**config.mk**
```make
export PLATFORM = sky130hd
export DESIGN_NAME = char_stream_tokenizer
export DESIGN_NICKNAME = d
export VERILOG_FILES = /design/src/design/cst_pkg.sv /design/src/design/char_stream_tokenizer.sv /design/src/design/cst_core.sv /design/src/design/cst_outbuf.sv
export SDC_FILE = /design/constraint.sdc
export NUM_CORES = 1
export LEC_CHECK = 0
export BUFFER_PORTS_ARGS = -buffer_cell sky130_fd_sc_hd__buf_2
export CORE_UTILIZATION = 60
export CTS_CLUSTER_DIAMETER = 30
export DETAILED_ROUTE_END_ITERATION = 6
export PLACE_DENSITY = 0.79
export SLEW_MARGIN = 10
export SYNTH_ARGS = -nofsm -noshare
export SYNTH_HDL_FRONTEND = slang
export SYNTH_HIERARCHICAL = 1
export SYNTH_SLANG_ARGS = --single-unit
```
**constraint.sdc**
```tcl
create_clock -name clk -period 9.12 [get_ports clk]
set_input_delay 1.824 -clock clk [delete_from_list [all_inputs] [get_ports clk]]
set_output_delay 1.824 -clock clk [all_outputs]
set_load 0.02 [all_outputs]
```
**src/design/cst_pkg.sv**
```systemverilog
// shared types, character codes and helper functions for the character stream tokenizer
package cst_pkg;

  localparam int POS_BITS = 16;
  localparam int RES_W    = 16;
  localparam int WIDE_W   = POS_BITS + RES_W;

  localparam logic [POS_BITS-1:0] POS_MAX = {POS_BITS{1'b1}};
  localparam logic [RES_W-1:0]    LEN_MAX = {RES_W{1'b1}};
  localparam logic [RES_W-1:0]    LEN_ONE = RES_W'(1);

  typedef logic [POS_BITS-1:0] pos_t;

  typedef enum logic [4:0] {
    K_WORD    = 5'd0,
    K_STRING  = 5'd1,
    K_NUMBER  = 5'd2,
    K_LPAREN  = 5'd3,
    K_RPAREN  = 5'd4,
    K_LBRACK  = 5'd5,
    K_RBRACK  = 5'd6,
    K_LBRACE  = 5'd7,
    K_RBRACE  = 5'd8,
    K_LT      = 5'd9,
    K_GT      = 5'd10,
    K_COMMA   = 5'd11,
    K_SEMI    = 5'd12,
    K_STAR    = 5'd13,
    K_PLUS    = 5'd14,
    K_MINUS   = 5'd15,
    K_SLASH   = 5'd16,
    K_PERCENT = 5'd17,
    K_EQUAL   = 5'd18,
    K_EOF     = 5'd19
  } kind_t;

  localparam logic [7:0] CH_DOT    = 8'h2E;
  localparam logic [7:0] CH_SPACE  = 8'h20;
  localparam logic [7:0] CH_NL     = 8'h0A;
  localparam logic [7:0] CH_TAB    = 8'h09;
  localparam logic [7:0] CH_CR     = 8'h0D;
  localparam logic [7:0] CH_VT     = 8'h0B;
  localparam logic [7:0] CH_FF     = 8'h0C;
  localparam logic [7:0] CH_DQUOTE = 8'h22;
  localparam logic [7:0] CH_SQUOTE = 8'h27;
  localparam logic [7:0] CH_0      = 8'h30;
  localparam logic [7:0] CH_9      = 8'h39;

  typedef struct packed {
    kind_t            kind;
    logic [RES_W-1:0] start;
    logic [RES_W-1:0] len;
    logic             last;
  } res_t;

  typedef struct packed {
    logic [1:0] n;
    res_t       r0;
    res_t       r1;
  } step_out_t;

  typedef struct packed {
    logic       hit;
    kind_t      kind;
  } punct_t;

  function automatic punct_t punct_of(input logic [7:0] c);
    punct_t p;
    p.hit  = 1'b1;
    p.kind = K_WORD;
    case (c)
      8'h28:   p.kind = K_LPAREN;
      8'h29:   p.kind = K_RPAREN;
      8'h5B:   p.kind = K_LBRACK;
      8'h5D:   p.kind = K_RBRACK;
      8'h7B:   p.kind = K_LBRACE;
      8'h7D:   p.kind = K_RBRACE;
      8'h3C:   p.kind = K_LT;
      8'h3E:   p.kind = K_GT;
      8'h2C:   p.kind = K_COMMA;
      8'h3B:   p.kind = K_SEMI;
      8'h2A:   p.kind = K_STAR;
      8'h2B:   p.kind = K_PLUS;
      8'h2D:   p.kind = K_MINUS;
      8'h2F:   p.kind = K_SLASH;
      8'h25:   p.kind = K_PERCENT;
      8'h3D:   p.kind = K_EQUAL;
      default: p.hit  = 1'b0;
    endcase
    return p;
  endfunction

  function automatic logic [RES_W-1:0] start_of(input pos_t p);
    return RES_W'(p);
  endfunction

  function automatic logic [RES_W-1:0] len_of(input pos_t s, input pos_t e);
    pos_t              d;
    logic [WIDE_W-1:0] dw;
    d  = (e > s) ? e - s : '0;
    dw = WIDE_W'(d);
    return (dw > WIDE_W'(LEN_MAX)) ? LEN_MAX : RES_W'(d);
  endfunction

  function automatic res_t mk_res(input kind_t k, input pos_t s, input logic [RES_W-1:0] l);
    res_t r;
    r.kind  = k;
    r.start = start_of(s);
    r.len   = l;
    r.last  = 1'b0;
    return r;
  endfunction

endpackage

```
**src/design/char_stream_tokenizer.sv**
```systemverilog
// top level of the character stream tokenizer
// One source byte is taken per beat and every beat yields up to two tokens
// (kind, start position, length, last). A byte is held in the input
// register, is decided by the tokenizer state logic and lands in a two-slot
// result buffer, from which its tokens are sent out. A new byte is taken
// every cycle while each byte yields at most one token and the output is not
// stalled; a byte that yields two tokens (a word or number closed by a
// punctuation mark, or a pending token flushed at end of input) holds the
// input while the result buffer drains. The input beat with end_of_input set
// closes any number or word, gives an EOF token and returns the position to
// zero for the next source.
module char_stream_tokenizer import cst_pkg::*; (
  input  logic        clk,
  input  logic        rst_n,
  input  logic        in_valid,
  output logic        in_stall,
  input  logic [7:0]  in_ch,
  input  logic        in_end_of_input,
  output logic        out_valid,
  input  logic        out_stall,
  output logic [4:0]  out_kind,
  output logic [15:0] out_start_res,
  output logic [15:0] out_length,
  output logic        out_last
);

  logic       s1_v_r;
  logic [7:0] s1_ch_r;
  logic       s1_eoi_r;
  logic       ready;
  logic       adv;
  step_out_t  so;

  assign adv      = s1_v_r && ready;
  assign in_stall = s1_v_r && !ready;

  always_ff @(posedge clk) begin
    if (!rst_n) begin
      s1_v_r <= 1'b0;
    end else if (!in_stall) begin
      s1_v_r <= in_valid;
    end
  end

  always_ff @(posedge clk) begin
    if (!in_stall) begin
      s1_ch_r  <= in_ch;
      s1_eoi_r <= in_end_of_input;
    end
  end

  cst_core u_core (
    .clk   (clk),
    .rst_n (rst_n),
    .adv   (adv),
    .ch    (s1_ch_r),
    .eoi   (s1_eoi_r),
    .so    (so)
  );

  cst_outbuf u_outbuf (
    .clk           (clk),
    .rst_n         (rst_n),
    .wr            (adv),
    .si            (so),
    .ready         (ready),
    .out_valid     (out_valid),
    .out_stall     (out_stall),
    .out_kind      (out_kind),
    .out_start_res (out_start_res),
    .out_length    (out_length),
    .out_last      (out_last)
  );

endmodule

```
**src/design/cst_core.sv**
```systemverilog
// tokenizer state and per-character token decision
module cst_core import cst_pkg::*; (
  input  logic       clk,
  input  logic       rst_n,
  input  logic       adv,
  input  logic [7:0] ch,
  input  logic       eoi,
  output step_out_t  so
);

  pos_t pos_r, pos_nxt;
  pos_t bs_r, bs_nxt;
  logic nb_r, nb_nxt;
  logic sm_r, sm_nxt;
  logic qs_r, qs_nxt;
  logic nm_r, nm_nxt;

  pos_t       p, nxt_p, bs_w;
  logic       nb_w;
  logic       is_dig, is_blank, is_quote, ends_word, done;
  punct_t     pc;
  res_t       rr [2];
  logic [1:0] cnt;

  always_ff @(posedge clk) begin
    if (!rst_n) begin
      pos_r <= '0;
      bs_r  <= '0;
      nb_r  <= 1'b0;
      sm_r  <= 1'b0;
      qs_r  <= 1'b0;
      nm_r  <= 1'b0;
    end else if (adv) begin
      pos_r <= pos_nxt;
      bs_r  <= bs_nxt;
      nb_r  <= nb_nxt;
      sm_r  <= sm_nxt;
      qs_r  <= qs_nxt;
      nm_r  <= nm_nxt;
    end
  end

  always_comb begin
    p         = pos_r;
    nxt_p     = (pos_r == POS_MAX) ? pos_r : pos_r + POS_BITS'(1);
    is_dig    = (ch >= CH_0) && (ch <= CH_9);
    is_blank  = (ch == CH_SPACE) || (ch == CH_TAB) || (ch == CH_NL) ||
                (ch == CH_CR) || (ch == CH_VT) || (ch == CH_FF);
    is_quote  = (ch == CH_DQUOTE) || (ch == CH_SQUOTE);
    pc        = punct_of(ch);
    ends_word = (ch == CH_SPACE) || (ch == CH_NL) || pc.hit;
    rr[0]     = '0;
    rr[1]     = '0;
    cnt       = 2'd0;
    done      = 1'b0;
    bs_w      = bs_r;
    nb_w      = nb_r;

    pos_nxt = nxt_p;
    bs_nxt  = bs_r;
    nb_nxt  = nb_r;
    sm_nxt  = sm_r;
    qs_nxt  = qs_r;
    nm_nxt  = nm_r;

    if (eoi) begin
      if (!sm_r && nm_r) begin
        rr[cnt[0]] = mk_res(K_NUMBER, bs_r, len_of(bs_r, p));
        cnt        = cnt + 2'd1;
      end else if (!sm_r && nb_r) begin
        rr[cnt[0]] = mk_res(K_WORD, bs_r, len_of(bs_r, p));
        cnt        = cnt + 2'd1;
      end
      rr[cnt[0]] = mk_res(K_EOF, p, '0);
      cnt        = cnt + 2'd1;
      pos_nxt    = '0;
      bs_nxt     = '0;
      nb_nxt     = 1'b0;
      sm_nxt     = 1'b0;
      qs_nxt     = 1'b0;
      nm_nxt     = 1'b0;
    end else if (sm_r) begin
      if (ch == (qs_r ? CH_SQUOTE : CH_DQUOTE)) begin
        rr[cnt[0]] = mk_res(K_STRING, bs_r, len_of(bs_r, p));
        cnt        = cnt + 2'd1;
        bs_nxt     = nxt_p;
        nb_nxt     = 1'b0;
        sm_nxt     = 1'b0;
      end
    end else begin
      if (nm_r) begin
        if (is_dig || (ch == CH_DOT)) begin
          done = 1'b1;
        end else begin
          rr[cnt[0]] = mk_res(K_NUMBER, bs_r, len_of(bs_r, p));
          cnt        = cnt + 2'd1;
          bs_w       = p;
          nb_w       = 1'b0;
          nm_nxt     = 1'b0;
          bs_nxt     = p;
          nb_nxt     = 1'b0;
        end
      end
      if (!done) begin
        if (is_quote) begin
          sm_nxt = 1'b1;
          qs_nxt = (ch == CH_SQUOTE);
          bs_nxt = nxt_p;
          nb_nxt = 1'b0;
        end else if (ends_word) begin
          if (nb_w) begin
            rr[cnt[0]] = mk_res(K_WORD, bs_w, len_of(bs_w, p));
            cnt        = cnt + 2'd1;
          end
          if (pc.hit) begin
            rr[cnt[0]] = mk_res(pc.kind, p, LEN_ONE);
            cnt        = cnt + 2'd1;
          end
          bs_nxt = nxt_p;
          nb_nxt = 1'b0;
        end else begin
          if (is_dig) begin
            nm_nxt = 1'b1;
          end
          if (!is_blank) begin
            nb_nxt = 1'b1;
          end
        end
      end
    end

    if (cnt == 2'd1) begin
      rr[0].last = 1'b1;
    end
    if (cnt == 2'd2) begin
      rr[1].last = 1'b1;
    end
    so.n  = cnt;
    so.r0 = rr[0];
    so.r1 = rr[1];
  end

  // a string and a number are never open together
  a_modes_excl: assert property (@(posedge clk) disable iff (!rst_n) !(sm_r && nm_r))
    else $error("string and number mode both set");

  // end of input returns the scanner to its reset state
  a_eoi_clear: assert property (@(posedge clk) disable iff (!rst_n)
    adv && eoi |=> pos_r == '0 && !sm_r && !nm_r && !nb_r)
    else $error("state not cleared after end of input");

  // end of input always ends with an eof token
  a_eoi_eof: assert property (@(posedge clk) disable iff (!rst_n)
    eoi |-> ((so.n == 2'd1 && so.r0.kind == K_EOF) || (so.n == 2'd2 && so.r1.kind == K_EOF)))
    else $error("end of input without eof token");

endmodule

```
**src/design/cst_outbuf.sv**
```systemverilog
// two-slot result buffer holding up to two tokens per character
module cst_outbuf import cst_pkg::*; (
  input  logic             clk,
  input  logic             rst_n,
  input  logic             wr,
  input  step_out_t        si,
  output logic             ready,
  output logic             out_valid,
  input  logic             out_stall,
  output logic [4:0]       out_kind,
  output logic [RES_W-1:0] out_start_res,
  output logic [RES_W-1:0] out_length,
  output logic             out_last
);

  res_t a_r, a_nxt;
  res_t b_r, b_nxt;
  logic a_v_r, a_v_nxt;
  logic b_v_r, b_v_nxt;
  logic take;

  assign take  = a_v_r && !out_stall;
  assign ready = !a_v_r || (take && !b_v_r);

  always_comb begin
    a_nxt   = a_r;
    b_nxt   = b_r;
    a_v_nxt = a_v_r;
    b_v_nxt = b_v_r;
    if (take) begin
      a_nxt   = b_r;
      a_v_nxt = b_v_r;
      b_v_nxt = 1'b0;
    end
    if (wr) begin
      a_nxt   = si.r0;
      b_nxt   = si.r1;
      a_v_nxt = (si.n != 2'd0);
      b_v_nxt = (si.n == 2'd2);
    end
  end

  always_ff @(posedge clk) begin
    if (!rst_n) begin
      a_v_r <= 1'b0;
      b_v_r <= 1'b0;
    end else begin
      a_v_r <= a_v_nxt;
      b_v_r <= b_v_nxt;
    end
  end

  always_ff @(posedge clk) begin
    a_r <= a_nxt;
    b_r <= b_nxt;
  end

  assign out_valid     = a_v_r;
  assign out_kind      = a_r.kind;
  assign out_start_res = a_r.start;
  assign out_length    = a_r.len;
  assign out_last      = a_r.last;

  // second slot only fills behind the first
  a_order: assert property (@(posedge clk) disable iff (!rst_n) b_v_r |-> a_v_r)
    else $error("second slot valid with first empty");

  // writes only land in an empty buffer or one whose single token is being taken
  a_wr_room: assert property (@(posedge clk) disable iff (!rst_n) wr |-> ready)
    else $error("write into full result buffer");

  // a pair of tokens fills both slots
  a_pair: assert property (@(posedge clk) disable iff (!rst_n)
    wr && si.n == 2'd2 |=> a_v_r && b_v_r && !a_r.last && b_r.last)
    else $error("token pair not held in both slots");

endmodule

```
==> metrics <==
outcome=complete, no violations; initial antenna violation count=0; Arr. time, crit path=5.56 ns; wire length per cell=18.3 um; # IOs=53; Setup Crit Path Kind=reg2reg; yosys warns=6; Sw Pwr=0.357 mW; routed vias=7,070; Rows=43; final slew viol count=0; setup_tns=0 ns; Initial Util=61.9%; Setup Buffers After CTS=0; Post-Route Utilization=67.4%; Die H=122 um; synth top area cells=edfxtp_1, dfxtp_1, mux2_4; most common cell in the netlist=edfxtp_1; top cells by count, synth=edfxtp_1, nand2_1, a21oi_1; fillers=1,075; CTS tree=yes; Area after DPL=8790 sq um; Tmin final=5.39 ns; area added between synthesis and finish=8.88%; first-pass GRT wire length=33,100 um; EDFF count, synth=85; top cell type's share of synthesized area=29.6%; Remaining Overflow, GRT=0; share of the yosys chip area belonging to registers=38.6%; Mapped Cells=911; Hold Path Depth=2; fin nets=974; Least-Margin Pin Slew=1.24 ns; critical path required time=9.29 ns; die width=122 um; clk sinks=124; Main synth FF type=edfxtp_1; Final period util=59.1%; DR DRC count=0; CP Capture Type=flop; pin count of the biggest net entering global routing=68; vias per inst=6.28; Setup Viol. Count Final=0; Max rail drop VDD=0.111 mV; antenna cells=0; final antenna-violating net count=0; Sw Ratio=24.2%; Combinational Power Share=9.9%; Avg Cell Area, Syn=9.47 sq um; CTS Buf Count=17; final instance area=9390 sq um; Storage cell area=3330 sq um; layout cells sized above 1=16.4%; Hold Vio Cnt, Final=0; R2R depth=18; Worst Clk Skew=0.00848 ns; FF+latch count, synth=124; RSZ-0062 raised after global routing=false; total of max-cap violations=0; input/output buffers=52; PD cells=157 nW/um^2; CTS Hold Bufs=0; Core Region=13,900 sq um; Total GRT Usage=29.0%; area occupied by multi-input gates=4770 sq um; Skew-Pair Late Insertion Delay=0.42 ns; H-tree depth=4; CTS resizes=0; Root Buffer=clkbuf_16; DPL Wire Length=14,700 um; CP startpoint kind=flop; Internal=1.12 mW; Max-slew headroom=17.2%; GPL Wtd Cong=0.936; drt total wl=20,500 um; Iter 0 DRT Violations=624; register clock-pin slew on the reported worst setup and hold paths=0.06 ns; clock network fraction of design power=46.3%; worst-case clock buffer depth=2; CP max FO=33; Post-Syn Area=8630 sq um; Hold WS=0.463 ns; P_leak=3.68 nW; length of the first detailed-routing pass in iterations=5; post-synth top area cell=edfxtp_1; Max Clk Rate=0.186 GHz; Seq pwr share=43.9%; Async SR Flop Fraction=0%; Yosys cell types=89; Die ar.=14,900 sq um; hold crit path type=reg2reg; vias in the first global route=6,274
## power groups by stage
stage | combinational, mW | sequential [mW] | clock (mW)
after floorplan | 0.107 | 0.663 | 0
after global placement | 0.142 | 0.655 | 0
after detailed placement | 0.143 | 0.657 | 0
after CTS | 0.144 | 0.645 | 0.689
after global routing | 0.158 | 0.649 | 0.714
final | 0.145 | 0.645 | 0.681
## metal layers
metal | vias to the layer above | track usage, % | wire length [um]
met3 | 33 | 5.20 | 1540
met1 | 3344 | 41.9 | 9630
met5 | - | 0 | 0
li1 | 3386 | - | -
met2 | 307 | 42.6 | 8920
met4 | 0 | 12.0 | 446
## through the flow
stage	cells	power (mW)	worst slack (ns)
6_report	1125	1.47	3.73
5_1_grt	1125	1.52	3.35
3_3_place_gp	1093	0.797	3.96
4_1_cts	1125	1.48	3.79
2_1_floorplan	925	0.771	4.62
3_5_place_dp	1093	0.800	3.81
## registers in the layout (all words and copies together) (netlist names)
signal                  cells
s1_ch_r                     8
s1_eoi_r                    1
s1_v_r                      1
u_core/bs_r                16
u_core/nb_r                 1
u_core/nm_r                 1
u_core/p                   16
u_core/qs_r                 1
u_core/sm_r                 1
u_outbuf/b_r               38
u_outbuf/b_v_r              1
u_outbuf/out_kind           5
u_outbuf/out_last           1
u_outbuf/out_length        16
u_outbuf/out_start_res     16
u_outbuf/out_valid          1
## cells in the final DEF (no fill, tap or decap), drive strengths merged, types with 7 or more instances in the layout
cell type / netlist / layout
clkinv: 2 / 7
a31oi: 11 / 11
clkbuf: 34 / 18
nand2: 66 / 66
or3: 7 / 7
nor2b: 49 / 49
buf: 34 / 56
conb: 1 / 15
xor2: 11 / 11
nor2: 61 / 61
nand4: 7 / 7
dfxtp: 39 / 39
xnor2: 20 / 20
a22o: 28 / 28
o21ai: 62 / 62
mux2: 40 / 40
and3: 12 / 12
nor3: 22 / 22
a21o: 16 / 16
a22oi: 9 / 9
and2: 10 / 10
edfxtp: 85 / 85
o211ai: 8 / 8
nand2b: 13 / 13
a211oi: 9 / 9
nand3: 24 / 24
inv: 43 / 45
a21oi: 62 / 62
ha: 28 / 28
## path summary, 6_finish.rpt
kind                        from                       to  slack (ns)
hold reg to reg   u_outbuf/b_v_r           u_outbuf/b_v_r        0.46
hold / removal    u_outbuf/b_v_r           u_outbuf/b_v_r        0.46
setup / recovery      s1_ch_r[5]  u_outbuf/out_length[15]        3.73
setup reg to reg      s1_ch_r[5]  u_outbuf/out_length[15]        3.73
## logic make-up after synthesis
family	after synthesis	share of synthesized area (%)
AOI/OAI and AO/OA	270	21.6
xor gates and xnor gates	31	3.15
adders and majority gates	31	4.54
buffers and inverters	113	6.63
DFF	124	38.6
muxes	43	7.14
other	1	0.0435
and+or+nand+nor	298	18.3
## final cells by class
cell class                      instances  area share, %
Clock buffer                           18           4.57
Clock inverter                         14           1.81
Inverter                               45           1.80
Multi-Input combinational cell        688           50.8
Sequential cell                       124           35.5
Tap cell                              180           2.40
Timing Repair Buffer                   56           3.09
## worst max-delay path, stage by stage (launching register included)
cell and delay, ns:
edfxtp_1 0.58, nor3b_4 0.46, o211ai_4 0.16, nand2_1 0.49
clkinv_1 0.24, buf_4 0.30, nor2_1 0.13, a21oi_1 0.06
ha_1 0.24, a21o_1 0.17, a21o_1 0.17, a21o_1 0.18
a21o_1 0.18, a221oi_1 0.34, a211oi_2 0.35, and3b_1 0.28
mux2_1 0.30, a211o_1 0.23, mux2_4 0.26
No activity file was read; power rests on OpenSTA's default activity.
